==> src/hw/rtl/ssed_pkg.sv <==
// ssed_pkg: shared types and constants of the scale-space extremum detector
// no dependencies; imported by every module of the block except ssed_ram
package ssed_pkg;

    localparam int SAMPLE_BITS    = 16;
    localparam int COORD_BITS     = 10;
    localparam int SIZE_BITS      = 11;
    localparam int THRESH_BITS    = 15;
    localparam int CFG_DATA_BITS  = 15;
    localparam int CFG_INDEX_BITS = 2;
    localparam int OUTQ_DEPTH     = 4;
    localparam int OUTQ_CNT_BITS  = $clog2(OUTQ_DEPTH + 1);

    localparam logic [CFG_INDEX_BITS-1:0] REG_IMAGE_WIDTH        = 2'd0;
    localparam logic [CFG_INDEX_BITS-1:0] REG_IMAGE_HEIGHT       = 2'd1;
    localparam logic [CFG_INDEX_BITS-1:0] REG_CONTRAST_THRESHOLD = 2'd2;

    localparam logic [SIZE_BITS-1:0]   IMAGE_WIDTH_RESET        = 11'd640;
    localparam logic [SIZE_BITS-1:0]   IMAGE_HEIGHT_RESET       = 11'd480;
    localparam logic [THRESH_BITS-1:0] CONTRAST_THRESHOLD_RESET = 15'd0;

    typedef logic signed [SAMPLE_BITS-1:0] sample_t;

    // three scale layers of one pixel
    typedef struct packed {
        sample_t lower;
        sample_t middle;
        sample_t upper;
    } triple_t;

    // one line store entry: the two rows above the incoming pixel
    typedef struct packed {
        triple_t older;
        triple_t newer;
    } line_entry_t;

    typedef struct packed {
        logic    frame_start;
        sample_t lower_sample;
        sample_t middle_sample;
        sample_t upper_sample;
    } in_item_t;

    typedef struct packed {
        logic [COORD_BITS-1:0] center_row;
        logic [COORD_BITS-1:0] center_col;
        sample_t               center_value;
        logic                  is_minimum;
    } out_item_t;

    // new window column handed from the line store stage to the window
    typedef struct packed {
        logic                  valid;
        logic                  border_ok;
        logic [COORD_BITS-1:0] center_row;
        logic [COORD_BITS-1:0] center_col;
        triple_t               above2;
        triple_t               above1;
        triple_t               cur;
    } column_t;

    // window compare status and result
    typedef struct packed {
        logic      busy;
        logic      push;
        out_item_t item;
    } result_t;

endpackage

==> src/hw/rtl/ssed_window.sv <==
// ssed_window: 3x3 window of three layers and the 26-neighbour extremum test
// depends on ssed_pkg
module ssed_window
    import ssed_pkg::*;
(
    input  logic                   clk,
    input  logic                   rst_n,
    input  column_t                column,
    input  logic [THRESH_BITS-1:0] contrast_threshold,
    output result_t                result
);

    triple_t               win_reg [3][3];
    logic                  cmp_valid_reg;
    logic [COORD_BITS-1:0] cmp_row_reg;
    logic [COORD_BITS-1:0] cmp_col_reg;

    sample_t              center;
    logic [SAMPLE_BITS:0] magnitude;
    logic                 positive;
    logic                 fail;

    // row 0 is the oldest row, column 2 the newest pixel
    always_ff @(posedge clk or negedge rst_n)
    begin
        if (!rst_n)
        begin
            for (int r = 0; r < 3; r++)
            begin
                for (int c = 0; c < 3; c++)
                begin
                    win_reg[r][c] <= '0;
                end
            end
            cmp_valid_reg <= 1'b0;
        end
        else
        begin
            if (column.valid)
            begin
                for (int r = 0; r < 3; r++)
                begin
                    win_reg[r][0] <= win_reg[r][1];
                    win_reg[r][1] <= win_reg[r][2];
                end
                win_reg[0][2] <= column.above2;
                win_reg[1][2] <= column.above1;
                win_reg[2][2] <= column.cur;
            end
            cmp_valid_reg <= column.valid && column.border_ok;
        end
    end

    always_ff @(posedge clk)
    begin
        if (column.valid)
        begin
            cmp_row_reg <= column.center_row;
            cmp_col_reg <= column.center_col;
        end
    end

    always_comb
    begin
        center    = win_reg[1][1].middle;
        magnitude = center[SAMPLE_BITS-1] ? -{center[SAMPLE_BITS-1], center}
                                          : {1'b0, center};
        positive  = !center[SAMPLE_BITS-1] && (center != '0);
        fail      = 1'b0;
        for (int r = 0; r < 3; r++)
        begin
            for (int c = 0; c < 3; c++)
            begin
                if (positive)
                begin
                    if (win_reg[r][c].lower > center || win_reg[r][c].upper > center)
                    begin
                        fail = 1'b1;
                    end
                    if ((r != 1 || c != 1) && win_reg[r][c].middle > center)
                    begin
                        fail = 1'b1;
                    end
                end
                else
                begin
                    if (win_reg[r][c].lower < center || win_reg[r][c].upper < center)
                    begin
                        fail = 1'b1;
                    end
                    if ((r != 1 || c != 1) && win_reg[r][c].middle < center)
                    begin
                        fail = 1'b1;
                    end
                end
            end
        end
    end

    assign result.busy = cmp_valid_reg;
    assign result.push = cmp_valid_reg && !fail &&
                         (magnitude > (SAMPLE_BITS + 1)'(contrast_threshold));
    assign result.item.center_row   = cmp_row_reg;
    assign result.item.center_col   = cmp_col_reg;
    assign result.item.center_value = center;
    assign result.item.is_minimum   = center[SAMPLE_BITS-1];

endmodule

==> config.mk <==
export PLATFORM = sky130hd
export DESIGN_NAME = ssed_window
export DESIGN_NICKNAME = d
export VERILOG_FILES = /design/src/hw/rtl/ssed_pkg.sv /design/src/hw/rtl/ssed_window.sv
export SDC_FILE = /design/constraint.sdc
export NUM_CORES = 1
export LEC_CHECK = 0
export BUFFER_PORTS_ARGS = -buffer_cell sky130_fd_sc_hd__buf_2
export CAP_MARGIN = 40
export CORE_UTILIZATION = 35
export CTS_CLUSTER_SIZE = 25
export DETAILED_ROUTE_END_ITERATION = 10
export GPL_ROUTABILITY_DRIVEN = 1
export MAX_ROUTING_LAYER = met4
export SLEW_MARGIN = 0
export SYNTH_ARGS = -nofsm -noshare
export SYNTH_HDL_FRONTEND = slang
export SYNTH_SLANG_ARGS = --single-unit
==> constraint.sdc <==
create_clock -name clk -period 4.6 [get_ports clk]
set_clock_uncertainty 0.1 [all_clocks]
set_input_delay 0.23 -clock clk [delete_from_list [all_inputs] [get_ports clk]]
set_output_delay 0.23 -clock clk [all_outputs]
set_load 0.005 [all_outputs]
# Word level (Yosys, flattened, before mapping)
# Cells that the tools add are included.
# totals
in_bits	183
output_inout_bits	39
register_bits	453
wordCells	153
# op_classes
addsub	1
n_mux	44
reduce_logical	25
order_cmp	53
# ops
operator	n
$gt 16x16->1	26
$lt 16x16->1	26
$mux 1	43
$logic_or 1x1->1	18
$gt 17x15->1	1
$mux 17	1
$neg 17->17	1
$reduce_bool 16->1	1
$logic_and 1x1->1	4
$logic_not 1->1	2

# Depth between registers and ports, before layout
# Gate-level depths: netlist of the first run.
# logic_depth
word_depth	31
depth_mapped	17
ltp_nobuf	17

# Worst setup path after synthesis of the first run
# OpenSTA, ideal clock, no wires.
# synth_path
kind	register -> output
from	register win_reg (netlist bit center[1])
to	output port result[37] in the netlist's numbering
stages_incl_launch_ff	18
t_arrival_ns	3.878
required_time_ns	4.270
n_path_buf	0
setup_slack_ns	0.392
cell_sequence	dfrtp_1 -> inv_1 -> ha_1 -> nand2_1 -> nor3_1 -> nand2_1 -> o41ai_1 -> xnor2_1 -> ha_1 -> nand3_1 -> nor4_1 -> o31ai_1 -> a31oi_1 -> a41oi_1 -> a21oi_1 -> o221ai_1 -> or4_1 -> o22ai_2
# synth_rtl
element	line_no	source
start: declaration	ssed_window.sv:13	triple_t win_reg [3][3];
start signal: indexed assignment	ssed_window.sv:43	win_reg[r][0] <= win_reg[r][1];
start signal: indexed assignment	ssed_window.sv:44	win_reg[r][1] <= win_reg[r][2];
end: declaration	ssed_window.sv:10	output result_t result

==> metrics.txt, run 1 <==
switch share=32.0%; gr ovfl total=0; Die Wd=278 um; Mean Syn Cell Area=11.8 um^2; Reg clk slew, reported paths=0.06 ns; Cell variety after synth=68; Synth async-reset ratio=95.6%; PD cells=401 mW/mm^2; largest net degree at the start of global routing=129; Final WS setup=-0.305 ns; syn_nets=2862; TritonCTS buffer count=53; Slew headroom=27.2%; FMAX=204 MHz; DRC=0; worst skew pair latency=0.62 ns; Seq pwr share=37.2%; DP Wirelength=55400 um; crit-path max FO=3; RSZ-0062 raised after global routing=yes; startpoint types=flop; Starting Density=35.5%; crit path DAT=4.58 ns; Synth Cell Area=0.0266 mm^2; Min-Delay Path Depth=1; number of synthesized flops with an enable pin=20; antenna violations before repair=0; Final Power=13.7 mW; crit-path cells=inv_2 > buf_12 > nand4_1 > nor2_2 > nand2_2 > o31ai_4 > xnor2_2 > ha_1 > buf_4 > a21oi_1 > a21oi_1 > a2111oi_0 > a31oi_1 > a41oi_2 > buf_4 > nor2_1 > and3_1 > nand4_1 > o22ai_4 > buf_2; worst-margin pin slew=1.09 ns; fillcell total=6764; P_sw=4.37 mW; synthesis-to-layout area growth=28.1%; DIE HEIGHT=278 um; CTS max path bufs=3; max_cap viols=0; Synth Warn #=0; fin util=45.5%; First-pass DRT Iterations=8; Tmin final=4.91 ns; Clock power frac=33.2%; sequential element share of the synthesized area=43.0%; slowest stage delay, CP=0.42 ns; share of cells above drive strength 1=32.9%; Logic pwr share=29.6%; TritonCTS clock tree=built; via/cell ratio=5.34; clock sink count=453; leading area contributor after synthesis=dfrtp_1; first-pass GRT wire length=123000 um; Final Wtd Congestion=0.892; row cnt=100; most area-consuming cells after synthesis=dfrtp_1 41%, ha_1 20%, mux2_2 17%; vias in the first global route=21.1k; endpoints failing setup=1; H-tree depth=2; Final Instance Area=0.0340 mm^2; WL/cell=21.0 um; number of top-level pins=222; Multi-input gate area=0.0150 mm^2; Routed WL=78900 um; R2R cell count=5; FF+latch area=0.0114 mm^2; IO Port Bufs=221; Syn Inst Count=2247; GRT Overall Usage=21.2%; share of Yosys cell area claimed by the top area cell type=40.8%; CP endpoint kind=output port; endpoints failing hold=0; Fin Setup TNS=-0.305 ns; status=finished with violations; HP Class=input pin to flop; internal power=9.29 mW; worst vdd ir=0.280 mV; top_reg_cell synth=dfrtp_1; Synth Register Bits=453; ANT nets after route=0; max reg flops=416; Leak=15.3 nW; Slew Viols, Final=0; total placed instance area=0.0293 mm^2; Root Buffer=clkbuf_16; antenna diode count=0; die area=0.0770 mm^2; failing checks=negative setup slack; nets@finish=3355; period utilization=107%; CP max stage cell=a2111oi_0; Crit path required time=4.27 ns; routed via count=20.0k; final hold slack=0.0683 ns; critical path type=flop to output port; core area=0.0748 mm^2; initial DRC count=1144
## timing repair
action                     4_1_cts  5_1_grt
gates resized for setup        114        4
cloned                           4        0
setup buffers                   54        1
hold buffers                   166        0
hold endpoints to repair       249        0
pin swaps                       34        8
setup endpoints to repair        1        1
## cells in the mapped netlist (36+ instances only)
cell and number:
clkbuf_1 53, nand2_1 143, a21oi_1 155, mux2_2 391
nor2_1 47, a21o_1 37, ha_1 432, nand3_1 36
nand4_1 71, inv_1 74, dfrtp_1 433, o21ai_0 88
## final timing paths
check / startpoint / to / slack [ns]
worst max register to register: center[6] / center[6] / 3.15
max in group asynchronous: rst_n / win_reg[36] / 3.06
worst min register to register: win_reg[32] / win_reg[80] / 0.38
worst max-delay path: center[1] / result[37] / -0.31
min in group asynchronous: rst_n / win_reg[182] / 0.09
worst min-delay path: column[165] / cmp_row_reg[6] / 0.07
## layer usage
layer | vias to the layer above | GRT usage, % | part of all wire, %
met5 | - | - | 0
met4 | 0 | 6.94 | 3.4
met3 | 158 | 2.53 | 3.5
met2 | 464 | 35.8 | 50
met1 | 9996 | 26.1 | 44
li1 | 9406 | - | -
## critical path: cells and delay by family (launching register included)
kind                     cells  cell delay, ns
adder cells (fa/ha/maj)      1            0.30
AND/OR/NAND/NOR              6            0.82
AO/OA/AOI/OAI                7            1.58
buffers and inverters        5            0.70
XOR/XNOR                     1            0.16
flip-flops                   1            0.39
## power groups by stage
stage	logic (mW)	registers [mW]	clock network, mW
2_1_floorplan	2.39	4.92	0
3_3_place_gp	3.43	5.12	0
3_5_place_dp	3.56	5.14	0
4_1_cts	4.02	5.08	4.65
5_1_grt	4.52	5.14	4.82
6_report	4.04	5.08	4.53
## cells in the final DEF (no fill, tap or decap), types with 18 or more instances in the layout
master | Yosys | layout
a211oi_1 | 20 | 18
a21o_1 | 37 | 37
a21oi_1 | 155 | 150
buf_12 | 0 | 25
buf_2 | 0 | 219
buf_4 | 18 | 84
clkbuf_16 | 0 | 55
dfrtp_1 | 433 | 428
dlygate4sd3_1 | 0 | 166
edfxtp_1 | 20 | 20
ha_1 | 432 | 418
inv_1 | 74 | 69
mux2_2 | 391 | 392
nand2_1 | 143 | 139
nand3_1 | 36 | 35
nand4_1 | 71 | 71
nor2_1 | 47 | 45
nor2b_1 | 20 | 20
o21ai_0 | 88 | 87
## layout make-up
cell class | instances | area share (%)
Inverter | 77 | 0.875
Multi-Input combinational cell | 1644 | 44.1
Timing Repair Buffer | 511 | 12.3
Tap cell | 969 | 3.56
Sequential cell | 453 | 33.6
Clock buffer | 75 | 4.56
Clock inverter | 24 | 0.992
## per-stage QoR
stage / worst slack (ns) / std cells
after floorplan: 0.392 / 2247
after global placement: 0.238 / 3429
after detailed placement: -0.0316 / 3429
after CTS: -0.112 / 3752
after global routing: -0.445 / 3753
final: -0.305 / 3753
## cell families (layout without fill, tap and decap cells)
logic type | Yosys count | count (layout) | share of synthesized area [%]
xor+xnor | 13 | 13 | 0.429
fa+ha+maj | 432 | 432 | 20.3
flops | 453 | 453 | 43.0
compound gates | 381 | 381 | 8.61
mux | 408 | 408 | 17.2
simple gates | 410 | 410 | 7.97
buf+inv | 150 | 687 | 2.37
Note: power is estimated with default switching activity, not from simulation.
==> run 2: changes to the inputs <==
Settings changed: CORE_UTILIZATION 35 to 40.
==> run 2 against run 1 <==
  * The flow still finishes with violations (negative setup slack)
  * Cell count fell by 3.5%
  * Fmax down 0.61%
  * Core utilization is 5.4 points higher
  * Critical path type unchanged
  * Largest power group unchanged
==> metrics.txt, run 2 (synthesized netlist as in run 1, its figures left out) <==
gr ovfl total=0 (unchanged); GRT Overall Usage=23.5% (was 21.2%); R2R Setup Slk=3.16 ns (was 3.15 ns); Reg clk slew, reported paths=0.06 ns (about the same); crit path DAT=4.61 ns (was 4.58 ns); initial DRC count=1094 (was 1144); fillcell total=5680 (was 6764); First-pass DRT Iterations=7 (was 8); nets@finish=3331 (was 3355); DIE HEIGHT=260 um (was 278 um); worst skew pair latency=0.62 ns (about the same); CTS max path bufs=3 (unchanged); most frequent cells in the layout=427 x ha_1, 427 x dfrtp_1, 392 x mux2_2 (was 428 x dfrtp_1, 418 x ha_1, 392 x mux2_2); core area=0.0657 mm^2 (was 0.0748 mm^2); first-pass GRT wire length=119000 um (was 123000 um); M3 GR Usage=3.13% (was 2.53%); row cnt=94 (was 100); FMAX=203 MHz (was 204 MHz); CP most frequent cell=buf_4; Final Wtd Congestion=0.922 (was 0.892); CP max stage cell=a2111oi_0 (unchanged); largest net degree at the start of global routing=118 (was 129); critical path type=flop to output port (unchanged); crit-path cells=inv_2 > ha_4 > nand2_4 > nor3_4 > nand2_2 > o41ai_4 > xnor2_1 > ha_1 > buf_4 > nand2_1 > a21oi_1 > a2111oi_0 > a31oi_1 > a41oi_2 > buf_4 > nor2_1 > and3_1 > nand4_1 > o22ai_4 > buf_2 (was inv_2 > buf_12 > nand4_1 > nor2_2 > nand2_2 > o31ai_4 > xnor2_2 > ha_1 > buf_4 > a21oi_1 > a21oi_1 > a2111oi_0 > a31oi_1 > a41oi_2 > buf_4 > nor2_1 > and3_1 > nand4_1 > o22ai_4 > buf_2); Starting Density=40.4% (was 35.5%); DP Wirelength=53700 um (was 55400 um); routed via count=19.9k (was 20.0k); endpoints failing hold=0 (unchanged); ANT nets after route=0 (unchanged); Die Wd=260 um (was 278 um); TritonCTS clock tree=built (unchanged); Top Usage Layer GRT=met2 (unchanged); failing checks=negative setup slack (unchanged); M2 GR Usage=39.6% (was 35.8%); slowest stage delay, CP=0.49 ns (was 0.42 ns); clock sink count=453 (unchanged); Fin Setup TNS=-0.336 ns (was -0.305 ns); pre-CTS setup slack=0.0239 ns (was -0.0316 ns); number of top-level pins=222 (unchanged); synthesis-to-layout area growth=25.9% (was 28.1%); crit-path max FO=3 (unchanged); Final Power=13.5 mW (was 13.7 mW); vias in the first global route=21.0k (was 21.1k); fin util=50.9% (was 45.5%); DRC=0 (unchanged); Crit path required time=4.27 ns (about the same); WL/cell=21.0 um (about the same); via/cell ratio=5.49 (was 5.34); IO Port Bufs=221 (unchanged); Slew Viols, Final=0 (unchanged); max reg flops=416 (unchanged); Final WS setup=-0.336 ns (was -0.305 ns); max_cap viols=0 (unchanged); worst-margin pin slew=0.941 ns (was 1.09 ns); TritonCTS buffer count=53 (unchanged); die area=0.0675 mm^2 (was 0.0770 mm^2); Root Buffer=clkbuf_16 (unchanged); Routed WL=76200 um (was 78900 um); worst vdd ir=0.254 mV (was 0.280 mV); Buf+Inv Stages, Crit Path=4 (was 5); share of cells above drive strength 1=31.7% (was 32.9%); endpoints failing setup=1 (unchanged); CP endpoint kind=output port (unchanged); Leak=15.1 nW (was 15.3 nW); H-tree depth=2 (unchanged); status=finished with violations (unchanged); PD cells=403 mW/mm^2 (was 401 mW/mm^2); antenna violations before repair=1 (was 0); HP Class=input pin to flop (unchanged); Top Family by Delay on Critical Path=compound AO/OA/AOI/OAI gates (unchanged); Slew headroom=37.3% (was 27.2%); M1 GR Usage=28.3% (was 26.1%); antenna diode count=0 (unchanged); Tmin final=4.94 ns (was 4.91 ns); period utilization=107% (about the same); startpoint types=flop (unchanged); RSZ-0062 raised after global routing=yes (unchanged)
-- run 2: cell count changes in the layout (fill, tap and decap cells not counted), sizes merged --
| cell | delta |
|---|---|
| clkinv | +2 |
| bufbuf | -1 |
| clkbuf | -1 |
| buf | -23 |
| inv | -3 |
-- run 2: metrics by stage --
stage                     hold slack, ns  cells  instance area [um^2]
after global placement             0.239   3322                 29100
final                              0.101   3622                 33500
after global routing               0.124   3622                 33500
after CTS                          0.110   3610                 33200
after floorplan                   -0.166   2247                 26600
after detailed placement           0.241   3322                 29100
-- run 2: area by class of cell --
type	instances	area (um^2)	share of cell area, %
inverters	77	308	0.920
multi-input cells	1644	14900	44.4
flip-flops and latches	453	11400	34.2
repair buffers	487	3910	11.7
clock inverters	23	328	0.980
clock buffers	74	1520	4.53
well taps	864	1080	3.23
-- run 2: timing repair --
item | CTS | global route
gates cloned | 4 | 0
endpoints found under the setup margin | 1 | 1
setup buffers | 21 | 12
endpoints found under the hold margin | 260 | 0
hold buffers | 166 | 0
resized for setup | 62 | 33
pin swaps | 17 | 19
-- run 2: routing by layer --
| layer | vias to the layer above | share of wire, % |
|---|---|---|
| met5 | - | 0 |
| met3 | 167 | 4.3 |
| met4 | 0 | 3.9 |
| met1 | 9915 | 42 |
| met2 | 446 | 49 |
| li1 | 9360 | - |
-- run 2: path summary, 6_finish.rpt --
kind | from | endpoint | cells past startpoint
min reg2reg | win_reg[80] | win_reg[128] | 2
max in group asynchronous | rst_n | win_reg[12] | 3
max | center[1] | result[37] | 20
max reg2reg | center[11] | center[11] | 5
min in group asynchronous | rst_n | win_reg[27] | 2
min | column[165] | cmp_row_reg[3] | 1
-- run 2: power breakdown --
part | leakage [nW] | internal (mW) | total, mW | switching (mW)
combinational | 8.90 | 1.90 | 3.94 | 2.05
clock | 0.908 | 2.69 | 4.46 | 1.77
sequential | 5.30 | 4.58 | 5.08 | 0.496
total | 15.1 | 9.17 | 13.5 | 4.31
