===== config.mk =====
export PLATFORM = sky130hd
export DESIGN_NAME = ssed_fifo
export DESIGN_NICKNAME = d
export VERILOG_FILES = /design/src/hw/rtl/ssed_pkg.sv /design/src/hw/rtl/ssed_fifo.sv
export SDC_FILE = /design/constraint.sdc
export NUM_CORES = 1
export LEC_CHECK = 0
export BUFFER_PORTS_ARGS = -buffer_cell sky130_fd_sc_hd__buf_2
export CORE_MARGIN = 2
export CORE_UTILIZATION = 60
export CTS_CLUSTER_DIAMETER = 80
export DETAILED_ROUTE_END_ITERATION = 8
export GPL_TIMING_DRIVEN = 0
export HOLD_SLACK_MARGIN = 0.06
export PLACE_DENSITY = 0.95
export SYNTH_ARGS = -nofsm -noshare
export SYNTH_HDL_FRONTEND = slang
export SYNTH_SLANG_ARGS = --single-unit

===== constraint.sdc =====
create_clock -name clk -period 5.8 [get_ports clk]
set_input_delay 0.29 -clock clk [delete_from_list [all_inputs] [get_ports clk]]
set_output_delay 0.29 -clock clk [all_outputs]
set_load 0.1 [all_outputs]

===== src/hw/rtl/ssed_pkg.sv =====
// ssed_pkg: shared types and constants of the scale-space extremum detector
// no dependencies; imported by every module of the block except ssed_ram
package ssed_pkg;

    localparam int SAMPLE_BITS    = 16;
    localparam int COORD_BITS     = 10;
    localparam int SIZE_BITS      = 11;
    localparam int THRESH_BITS    = 15;
    localparam int CFG_DATA_BITS  = 15;
    localparam int CFG_INDEX_BITS = 2;
    localparam int OUTQ_DEPTH     = 4;
    localparam int OUTQ_CNT_BITS  = $clog2(OUTQ_DEPTH + 1);

    localparam logic [CFG_INDEX_BITS-1:0] REG_IMAGE_WIDTH        = 2'd0;
    localparam logic [CFG_INDEX_BITS-1:0] REG_IMAGE_HEIGHT       = 2'd1;
    localparam logic [CFG_INDEX_BITS-1:0] REG_CONTRAST_THRESHOLD = 2'd2;

    localparam logic [SIZE_BITS-1:0]   IMAGE_WIDTH_RESET        = 11'd640;
    localparam logic [SIZE_BITS-1:0]   IMAGE_HEIGHT_RESET       = 11'd480;
    localparam logic [THRESH_BITS-1:0] CONTRAST_THRESHOLD_RESET = 15'd0;

    typedef logic signed [SAMPLE_BITS-1:0] sample_t;

    // three scale layers of one pixel
    typedef struct packed {
        sample_t lower;
        sample_t middle;
        sample_t upper;
    } triple_t;

    // one line store entry: the two rows above the incoming pixel
    typedef struct packed {
        triple_t older;
        triple_t newer;
    } line_entry_t;

    typedef struct packed {
        logic    frame_start;
        sample_t lower_sample;
        sample_t middle_sample;
        sample_t upper_sample;
    } in_item_t;

    typedef struct packed {
        logic [COORD_BITS-1:0] center_row;
        logic [COORD_BITS-1:0] center_col;
        sample_t               center_value;
        logic                  is_minimum;
    } out_item_t;

    // new window column handed from the line store stage to the window
    typedef struct packed {
        logic                  valid;
        logic                  border_ok;
        logic [COORD_BITS-1:0] center_row;
        logic [COORD_BITS-1:0] center_col;
        triple_t               above2;
        triple_t               above1;
        triple_t               cur;
    } column_t;

    // window compare status and result
    typedef struct packed {
        logic      busy;
        logic      push;
        out_item_t item;
    } result_t;

endpackage


===== src/hw/rtl/ssed_fifo.sv =====
// ssed_fifo: small output queue that decouples the compare from a stalling receiver
// depends on ssed_pkg
module ssed_fifo
    import ssed_pkg::*;
(
    input  logic                     clk,
    input  logic                     rst_n,
    input  logic                     push,
    input  out_item_t                push_item,
    output logic                     out_valid,
    input  logic                     out_stall,
    output out_item_t                out_data,
    output logic [OUTQ_CNT_BITS-1:0] count
);

    localparam int PTR_BITS = $clog2(OUTQ_DEPTH);

    out_item_t                q_reg [OUTQ_DEPTH];
    logic [PTR_BITS-1:0]      wr_ptr_reg;
    logic [PTR_BITS-1:0]      rd_ptr_reg;
    logic [OUTQ_CNT_BITS-1:0] count_reg;
    logic                     pop;

    assign out_valid = (count_reg != '0);
    assign out_data  = q_reg[rd_ptr_reg];
    assign count     = count_reg;
    assign pop       = out_valid && !out_stall;

    always_ff @(posedge clk or negedge rst_n)
    begin
        if (!rst_n)
        begin
            wr_ptr_reg <= '0;
            rd_ptr_reg <= '0;
            count_reg  <= '0;
        end
        else
        begin
            if (push)
            begin
                wr_ptr_reg <= wr_ptr_reg + PTR_BITS'(1);
            end
            if (pop)
            begin
                rd_ptr_reg <= rd_ptr_reg + PTR_BITS'(1);
            end
            if (push && !pop)
            begin
                count_reg <= count_reg + OUTQ_CNT_BITS'(1);
            end
            else if (pop && !push)
            begin
                count_reg <= count_reg - OUTQ_CNT_BITS'(1);
            end
        end
    end

    always_ff @(posedge clk)
    begin
        if (push)
        begin
            q_reg[wr_ptr_reg] <= push_item;
        end
    end

endmodule


==> Word level (Yosys, flattened, before mapping) <==
Memory sizes are Yosys's and may differ from the RTL's.
Cells that the tools add are included.
{ "totals": {"mem_count": 1, "mem_bits_ro": 0, "elab_cells": 20, "register_bits": 7, "latchBits": 0, "ramBits": 148} }
{ "mem_list": {"columns": ["name", "depth", "width", "rd", "rd_clocked_by_memory_dff", "write_ports", "line", "source"], "rows": [
  ["q_reg", 4, 37, 1, 0, 1, "ssed_fifo.sv:18", "out_item_t q_reg [OUTQ_DEPTH];"]
]} }
{ "classes": {"add_sub_neg": 4, "n_reduce_logical": 8, "n_eq_ne": 0, "magnitude_cmp": 0, "bitwise_logic": 0, "mul": 0, "n_div": 0, "shift": 0, "mux": 4} }
{ "op_table": {"columns": ["cell", "n"], "rows": [
  ["3-bit two-way mux", 2],
  ["2-bit by 1-bit adder with 2-bit output (second input constant)", 2],
  ["3-bit by 1-bit adder with 3-bit output (second input constant)", 1],
  ["1-bit logical AND", 3],
  ["1-bit logical NOT", 3],
  ["3-bit nonzero test", 1],
  ["3-bit by 1-bit subtractor with 3-bit output (second input constant)", 1],
  ["1-bit two-way mux", 2],
  ["2-bit nonzero test", 1]
]} }

==> Longest topological paths before layout <==
Gate-level depths: netlist (run 1).
{ "logic_depth": {"word_depth": 5, "mapped_depth": 8, "mapped_depth_nobuf": 8} }

==> Worst setup path before layout (run 1) <==
Ideal clock, no wire load.
{ "synth_timing": {"path_kind": "flip-flop to flip-flop", "startpoint": "reg count_reg[0] (netlist: count[0])", "endpoint": "reg count_reg[1] (netlist: count[1])", "arrival_ns": 2.430, "setup_time_ns": 0.126, "synth_period_minus_slack_ns": 2.556, "stages_incl_launch_ff": 7, "n_path_buf": 0, "slack_ns": 3.244, "path_cell_list": "dfrtp_1 -> nor3_1 -> or2_2 -> ha_1 -> inv_1 -> fa_1 -> mux2_2"} }
{ "synth_via": {"elab_chain_cells": 5} }
{ "synth_rtl": {"columns": ["element", "line", "source"], "rows": [
  ["start, declared", "ssed_fifo.sv:21", "logic [OUTQ_CNT_BITS-1:0] count_reg;"],
  ["start signal, assigned", "ssed_fifo.sv:49", "count_reg <= count_reg + OUTQ_CNT_BITS'(1);"],
  ["start signal, assigned", "ssed_fifo.sv:53", "count_reg <= count_reg - OUTQ_CNT_BITS'(1);"],
  ["branches (longest 5 deep; another with 3-bit by 1-bit subtractor with 3-bit output)", null, null]
]} }
Parallel ways; which one is timed is not known. The select of a mux whose other input is x is not followed.
A chain may end at the register's enable or synchronous reset.

==> results.md, run 1 <==
* FF-to-FF path depth at 8
* # IOs at 82
* Crit path time final at 2.482 ns
* Largest fanout on the critical path at 10
* Slew Limit Fails at 0
* Vias at 2,749
* Status: completed
* Iter 0 DRT Violations at between 100 and 150
* Diodes inserted at 0
* Worst-Margin Slew at 0.6892 ns
* Die Area at 0.01035 mm^2
* Yosys reg bits at 155
* Asr flop ratio synth at 0.04516
* Skew-Pair Late Insertion Delay at 0.50 ns
* Crit end category: output pin
* # nets final at 416
* Port Buffers at 81
* Final design utilization at 0.8033
* Setup total negative slack at 0 ns
* Crit path from: rd_ptr_reg[1]$_DFFE_PN0P_
* Startpoint types: flip-flop
* Hold Path Depth at 2
* Site Rows at 35
* Share of layout cells above drive strength 1 at 0.4331
* Delay-heaviest family, CP: buffers and inverters
* Critical R2R Capture: count[2]$_DFFE_PN0P_
* Max-cap check violation count at 0
* Global placement routability congestion at 0.7093
* Area delta synth->final at 29.49%
* TritonCTS Buffers at 17
* Arr. time, crit path at 2.19 ns
* Initial Util at 0.6203
* CTS tree: yes
* Pin count of the biggest net entering global routing at 33
* Reg2Reg Launch Point: count[0]$_DFFE_PN0P_
* Die Height at 101.7 um
* Root Buffer: clkbuf_8
* Ys Warns at 0
* DRC viols at 0
* Hold Crit Start: push
* Hold endpoint: wr_ptr_reg[0]$_DFFE_PN0P_
* Via density at 5.390
* FMAX at 402.8 MHz
* Distinct cells, synth at 20
* Initial antenna violation count at 0
* CP cell instances: clkbuf_1 -> mux4_2 -> buf_2
* Required @ worst endpoint at 5.51 ns
* Die extent in x at 101.7 um
* Max reg flops at 148
* Setup Skew at 0.008210 ns
* First-pass GRT wire length at 16,140 um
* Main flop type after synthesis: edfxtp_1
* Total GRT Usage at 0.2223
* WS Path Type: reg2out
* Fillers at 459
* Vias in the first global route at 2,958
* Post_cts resized at 0
* CP bufs+invs at 2
* Syn_area_per_cell at 25.25 um^2
* Slew HR at 0.5405
* Worst Slack Setup Final at between 3 and 4 ns
* Antenna-violating nets left at 0
* Post-DP HPWL at 5927 um
* Core area at 0.009240 mm^2
* Worst hold slack at 0.1111 ns
* Seq/Total Area, Yosys at 0.8059
* R2R Setup Slk at 3.54 ns
* Reg clk slew, reported paths at 0.06 ns
* Unrepaired setup endpoints after global routing: false
* Total grt overflow at 0
* Cells after synthesis at about 230
* Dpl ws at 3.685 ns
* Slowest-stage cell, CP: clkbuf_1
* Min-Delay Path Class: in2reg
* DRT Pass-1 Iters at 4
* Setup violations, final at 0
* Wire length per cell at 20.43 um
* Post-synth EDFFs at around 150
* Clock sink count at 155
* Period utilization at 0.4280
* Total wire length at 10,420 um
* Mapped cell area at 0.005732 mm^2
* Largest stage delay, worst path at 0.53 ns
* Clk buf depth at 2
* Synthesized Nets at 274
* H-tree Lvls at 4
* Hold Fails Final Rpt at 0
## stage by stage
stage,cells,instance area (um^2)
after global placement,437,6299
after global routing,510,7422
after floorplan,227,5732
after CTS,510,7422
final,510,7422
after detailed placement,441,6384
## Yosys cell counts, types with 2 or more instances
| cell type | number | area (um^2) |
|---|---|---|
| edfxtp_1 | 148 | 4444 |
| mux4_2 | 37 | 833.3 |
| dfrtp_1 | 7 | 175.2 |
| ha_1 | 5 | 62.56 |
| and2_1 | 4 | 25.02 |
| inv_1 | 4 | 15.01 |
| xor2_1 | 4 | 35.03 |
| buf_2 | 3 | 15.01 |
| buf_4 | 2 | 15.01 |
| buf_6 | 2 | 22.52 |
| xnor2_1 | 2 | 17.52 |
## layout by cell type, fill, tap and decap left out
cell type / n
mux2_2: 1
buf_4: 2
clkbuf_8: 1
ha_1: 5
xnor2_1: 2
clkbuf_1: 2
bufinv_16: 6
buf_6: 2
buf_12: 4
clkinvlp_4: 1
dlygate4sd3_1: 38
buf_2: 84
nand2_1: 1
edfxtp_1: 148
fa_1: 1
dfrtp_1: 7
nor3_1: 1
or2_2: 1
inv_1: 4
clkinv_4: 2
nor2_1: 1
and2_2: 4
mux4_2: 37
o21ai_0: 1
nor3b_2: 1
clkinv_1: 1
xor2_1: 4
inv_8: 2
inv_6: 1
clkbuf_16: 16
## logic make-up after synthesis
| logic type | after synthesis | synth area share |
|---|---|---|
| AOI/OAI and AO/OA | 1 | 0.0008723 |
| adders and majority gates | 6 | 0.01441 |
| xor gates and xnor gates | 6 | 0.009168 |
| buffers and inverters | 12 | 0.01244 |
| and+or+nand+nor | 9 | 0.009821 |
| muxes | 38 | 0.1473 |
| DFF | 155 | 0.8059 |
## layer usage
layer,part of all wire,track usage
met1,0.38,0.2786
met2,0.54,0.3790
met3,0.057,0.04969
met4,0.017,0.09356
met5,0,0
## worst max-delay path by stage
| stage | depth (start not counted) | to |
|---|---|---|
| global route | 3 | out_data[21] |
| floorplan | 6 | count[1]$_DFFE_PN0P_ |
| finish | 3 | out_data[21] |
| CTS | 4 | out_data[20] |
| global placement | 3 | q_reg[0][9]$_DFFE_PP_ |
| detailed placement | 8 | count[2]$_DFFE_PN0P_ |
## area by class of cell
cell class | instances | area, um^2 | area share
Sequential cell | 155 | 4619 | 0.6224
Multi-Input combinational cell | 60 | 1046 | 0.1409
Timing Repair Buffer | 123 | 865.8 | 0.1167
Clock buffer | 18 | 417.9 | 0.05630
Clock inverter | 13 | 240.2 | 0.03237
Tap cell | 129 | 161.4 | 0.02175
Buffer | 8 | 56.30 | 0.007586
Inverter | 4 | 15.01 | 0.002023
## repair_timing
item	CTS	global route
endpoints found under the hold margin	155	0
setup endpoints to repair	0	0
buffers inserted	0	0
hold buffers	38	0
Power of run 1 is not shown: default switching activity piles up to over one toggle a cycle in this logic, so the estimate is an artifact.
==> run 2, diff against run 1 <==
- CORE_UTILIZATION: 60 -> 51
- PLACE_DENSITY: 0.95 -> 0.87
- clock period: 5.8 -> 2 ns (I/O delays scaled with it)
==> results.md, run 2 (same netlist as run 1, synthesis figures left out) <==
* Status: finished, violations left
* Failing checks: setup timing
* Die extent in x at 110.0 um (+8.1%)
* Dpl ws at -0.009811 ns (-3.695 ns)
* CP bufs+invs at 3 (+1)
* Inst Count DP at 452 (+2.5%)
* Unrepaired setup endpoints after global routing: true
* Final cell count without fillers at 536 (+5.1%)
* Worst Slack Setup Final at -0.05046 ns (-3.368 ns)
* Skew-Pair Late Insertion Delay at 0.52 ns (+0.02 ns)
* CP cell instances: buf_12 -> buf_12 -> mux4_2 -> buf_12
* CTS tree: yes
* TritonCTS Buffers at 17 (unchanged)
* Pin count of the biggest net entering global routing at 34 (+3.0%)
* Total stage count of the critical path at 4 (+1)
* FF-to-FF path depth at 8 (unchanged)
* Iter 0 DRT Violations at 115 (-7.3%)
* Largest fanout on the critical path at 8 (-2)
* Hold Path Depth at 2 (unchanged)
* Slowest-stage cell, CP: mux4_2
* Vias in the first global route at 3,068 (+3.7%)
* Root Buffer: clkbuf_8
* # IOs at 82 (unchanged)
* Largest stage delay, worst path at 0.55 ns (+0.02 ns)
* Startpoint types: flip-flop
* FMAX at 487.7 MHz
* Reg clk slew, reported paths at 0.06 ns (about the same)
* Antenna-violating nets left at 0 (unchanged)
* Commonest non-fill, non-tap cell in the layout: edfxtp_1
* Site Rows at 38 (+8.6%)
* Wire length per cell at 19.56 um (-4.2%)
* Required @ worst endpoint at 1.90 ns (-3.61 ns)
* Hold Fails Final Rpt at 0 (unchanged)
* Area delta synth->final at 35.97%
* First-pass GRT wire length at 16,130 um (about the same)
* # nets final at 430 (+3.4%)
* Slew HR at 0.6059 (+0.06533)
* H-tree Lvls at 4 (unchanged)
* DRC viols at 0 (unchanged)
* Diodes inserted at 0 (unchanged)
* Min-Delay Path Class: in2reg
* Initial Util at 0.5264 (-0.09388)
* Global placement routability congestion at 0.6645 (-6.3%)
* Clock sink count at 155 (unchanged)
* Worst hold slack at 0.3330 ns (+0.2219 ns)
* Port Buffers at 81 (unchanged)
* Share of layout cells above drive strength 1 at 0.4646 (+0.03158)
* Most frequent CP cell: buf_12
* Crit end category: output pin
* Core area at 0.01089 mm^2 (+18%)
* Clk buf depth at 2 (unchanged)
* Die Height at 110.0 um (+8.1%)
* Most frequent cells in the layout: edfxtp_1 (148), buf_2 (44), dlygate4sd3_1 (41)
* Max-cap check violation count at 0 (unchanged)
* Vias at 2,846 (+3.5%)
* Setup Skew at 0.008258 ns (+0.00004807 ns)
* Setup violations, final at 19 (+19)
* Slew Limit Fails at 0 (unchanged)
* Via density at 5.310 (-1.5%)
* Worst-Margin Slew at 0.5912 ns (-0.09800 ns)
* Period utilization at 1.025
* Arr. time, crit path at 1.95 ns (-0.24 ns)
* DRT Pass-1 Iters at 4 (unchanged)
* Delay-heaviest family, CP: multiplexers
* Total wire length at 10,490 um (+0.65%)
* Post-DP HPWL at 5922 um (about the same)
* Die Area at 0.01210 mm^2 (+17%)
* Max reg flops at 148 (unchanged)
* WS Path Type: reg2out
* Total GRT Usage at 0.1899 (-0.03236)
* Setup total negative slack at -0.4440 ns (-0.4440 ns)
* Total grt overflow at 0 (unchanged)
* Crit path time final at ~2.1 ns
* Initial antenna violation count at 0 (unchanged)
run 2: cell types whose count changed in the layout (fill, tap and decap cells not counted), sizes merged:
| cell | before | now |
|---|---|---|
| buf | 92 | 103 |
| clkinv | 3 | 8 |
| inv | 7 | 4 |
| dlygate4sd3 | 38 | 41 |
| bufinv | 6 | 2 |
| clkinvlp | 1 | 4 |
run 2: final cells by class:
| cell class | instances | area, um^2 |
|---|---|---|
| Sequential cell | 155 | 4632 |
| Fill cell | 633 | 3094 |
| Timing Repair Buffer | 137 | 1250 |
| Multi-Input combinational cell | 60 | 1075 |
| Clock buffer | 18 | 417.9 |
| Tap cell | 140 | 175.2 |
| Clock inverter | 14 | 130.1 |
| Buffer | 8 | 98.84 |
| Inverter | 4 | 15.01 |
run 2: layer usage:
layer,track usage,wire [um],up-vias
met5,0,0,-
met4,0.06510,119,0
met3,0.05644,426,11
met2,0.3094,5442,73
met1,0.2468,4497,1487
li1,-,-,1275
run 2: what timing repair did:
| item | 4_1_cts | 5_1_grt |
|---|---|---|
| pin swaps | 1 | 4 |
| gates resized for setup | 82 | 0 |
| endpoints found under the hold margin | 160 | 0 |
| hold buffers | 41 | 0 |
| setup buffers | 9 | 1 |
| endpoints found under the setup margin | 38 | 37 |
| cloned | 1 | 0 |
run 2: worst reg2reg max path, stage by stage (launching register included):
cell     delay, ns
dfrtp_4       0.50
nor3_4        0.19
or2_4         0.16
ha_4          0.14
inv_2         0.04
fa_2          0.35
xor2_1        0.18
nor2_1        0.16
xor2_1        0.18
run 2: final timing paths:
| path | from | end | slack, ns |
|---|---|---|---|
| max | rd_ptr_reg[0]$_DFFE_PN0P_ | out_data[20] | -0.05 |
| min | push_item[22] | q_reg[3][22]$_DFFE_PP_ | 0.33 |
| max reg2reg | count[0]$_DFFE_PN0P_ | count[2]$_DFFE_PN0P_ | 0.02 |
| min in group asynchronous | rst_n | count[1]$_DFFE_PN0P_ | 0.55 |
| min reg2reg | wr_ptr_reg[0]$_DFFE_PN0P_ | wr_ptr_reg[0]$_DFFE_PN0P_ | 0.55 |
| max in group asynchronous | rst_n | count[0]$_DFFE_PN0P_ | 1.17 |
run 2: through the flow:
| step | util | cell area [um^2] |
|---|---|---|
| global placement | 0.5834 | 6352 |
| finish | 0.7158 | 7794 |
| floorplan | - | 5772 |
| CTS | 0.7151 | 7786 |
| detailed placement | 0.5926 | 6452 |
| global route | 0.7158 | 7794 |
Power of run 2 is left out for the same reason.
==> run 3, diff against run 2 <==
- CTS_BUF_LIST: not set -> sky130_fd_sc_hd__clkbuf_16
==> results.md, run 3 (same netlist as run 1, synthesis figures left out) <==
* Status: completed
* Required @ worst endpoint at 1.90 ns (about the same)
* DRT Pass-1 Iters at 5 (+1)
* Max reg flops at 148 (unchanged)
* Core area at 0.01089 mm^2 (unchanged)
* Setup total negative slack at 0 ns (+0.4440 ns)
* Vias in the first global route at 3,025 (-1.4%)
* Max-cap check violation count at 0 (unchanged)
* Slew Limit Fails at 0 (unchanged)
* H-tree Lvls at 4 (unchanged)
* Setup Skew at 0.005221 ns (-0.003037 ns)
* Total grt overflow at 0 (unchanged)
* CTS tree: yes
* Most frequent cells in the layout: edfxtp_1 (148), buf_2 (48), dlygate4sd3_1 (41)
* Arr. time, crit path at 1.86 ns (-0.09 ns)
* Crit path time final at 1.960 ns (-0.09009 ns)
* WS Path Type: reg2out
* DRC viols at 0 (unchanged)
* # nets final at 426 (-0.93%)
* Largest fanout on the critical path at 9 (+1)
* Setup violations, final at 0 (-19)
* Area of the multi-input gates at 0.001075 mm^2 (unchanged)
* Iter 0 DRT Violations at 111 (-3.5%)
* Hold Fails Final Rpt at 0 (unchanged)
* Commonest non-fill, non-tap cell in the layout: edfxtp_1
* Reg clk slew, reported paths at 0.06 ns (about the same)
* Startpoint types: flip-flop
* Die Area at 0.01210 mm^2 (unchanged)
* Wire length per cell at 19.23 um (-1.7%)
* Global placement routability congestion at 0.6645 (unchanged)
* Clock sink count at 155 (unchanged)
* Die extent in x at 110.0 um (unchanged)
* Root Buffer: clkbuf_16
* Area delta synth->final at 34.01%
* Pin count of the biggest net entering global routing at 34 (unchanged)
* Placed cell area at 0.006452 mm^2 (unchanged)
* Initial antenna violation count at 0 (unchanged)
* Min-Delay Path Class: in2reg
* Total wire length at 10,230 um (-2.5%)
* # IOs at 82 (unchanged)
* Fin area at 0.007681 mm^2 (-1.4%)
* Worst-Margin Slew at 0.5892 ns (-0.002006 ns)
* Share of layout cells above drive strength 1 at 0.4592 (-0.005463)
* Die Height at 110.0 um (unchanged)
* TritonCTS Buffers at 17 (unchanged)
* Diodes inserted at 0 (unchanged)
* Initial Util at 0.5264 (unchanged)
* Total GRT Usage at 0.1816 (-0.008271)
* Final cell count without fillers at 532 (-0.75%)
* Unrepaired setup endpoints after global routing: true
* Via density at 5.246 (-1.2%)
* Vias at 2,791 (-1.9%)
* Site Rows at 38 (unchanged)
* Register area at 0.004632 mm^2 (unchanged)
* Clk buf depth at 2 (unchanged)
* Port Buffers at 81 (unchanged)
* Inst Count DP at 452 (unchanged)
* Post-DP HPWL at 5922 um (unchanged)
* Slew HR at 0.6072 (+0.001337)
* Period utilization at 0.9802 (-0.04505)
* First-pass GRT wire length at 15,540 um (-3.6%)
* FMAX at 510.1 MHz (+4.6%)
* Fillers at 644 (+1.7%)
* Skew-Pair Late Insertion Delay at 0.40 ns (-0.12 ns)
* Crit end category: output pin
* Antenna-violating nets left at 0 (unchanged)
==> run 3: worst max-delay path, cell delays in order (launching register included) <==
cell and delay (ns):
dfrtp_2 0.41, buf_12 0.16, buf_12 0.13, mux4_2 0.55, buf_12 0.20
==> run 3: path summary, 6_finish.rpt <==
check / cells after the start / end / slack [ns] / startpoint
max: 4 / out_data[20] / 0.04 / rd_ptr_reg[0]$_DFFE_PN0P_
max reg2reg: 8 / count[2]$_DFFE_PN0P_ / 0.07 / count[0]$_DFFE_PN0P_
min reg2reg: 1 / count[2]$_DFFE_PN0P_ / 0.55 / count[2]$_DFFE_PN0P_
min: 2 / q_reg[2][26]$_DFFE_PP_ / 0.44 / push_item[26]
max in group asynchronous: 3 / count[0]$_DFFE_PN0P_ / 1.01 / rst_n
min in group asynchronous: 3 / count[1]$_DFFE_PN0P_ / 0.68 / rst_n
==> run 3: layout make-up <==
type | instances | share of cell area
Sequential cell | 155 | 0.6030
Timing Repair Buffer | 133 | 0.1477
Multi-Input combinational cell | 60 | 0.1399
Clock buffer | 17 | 0.05538
Tap cell | 140 | 0.02281
Clock inverter | 15 | 0.01743
Buffer | 8 | 0.01173
Inverter | 4 | 0.001955
==> run 3: layer usage <==
metal	routed length, um	GRT usage	vias to the layer above
li1	-	-	1263
met1	4498	0.2385	1446
met2	5232	0.2905	72
met3	388	0.04644	10
met4	109	0.07957	0
met5	0	0	-
==> run 3: repair_timing <==
| item | CTS | global route |
|---|---|---|
| hold buffers | 41 | 0 |
| pin swaps | 1 | 4 |
| hold endpoints to repair | 159 | 0 |
| resized for setup | 49 | 12 |
| gates cloned | 0 | 1 |
| setup buffers | 5 | 1 |
| setup endpoints to repair | 30 | 15 |
==> run 3: through the flow <==
step	utilization	hold slack (ns)	worst slack (ns)
5_1_grt	0.7055	0.4413	-0.02934
3_3_place_gp	0.5834	-0.06289	-0.5951
2_1_floorplan	-	-0.1956	-0.006681
6_report	0.7055	0.4427	0.03963
3_5_place_dp	0.5926	-0.05372	-0.009811
4_1_cts	0.7006	0.4250	0.003636
Power of run 3 is left out for the same reason.
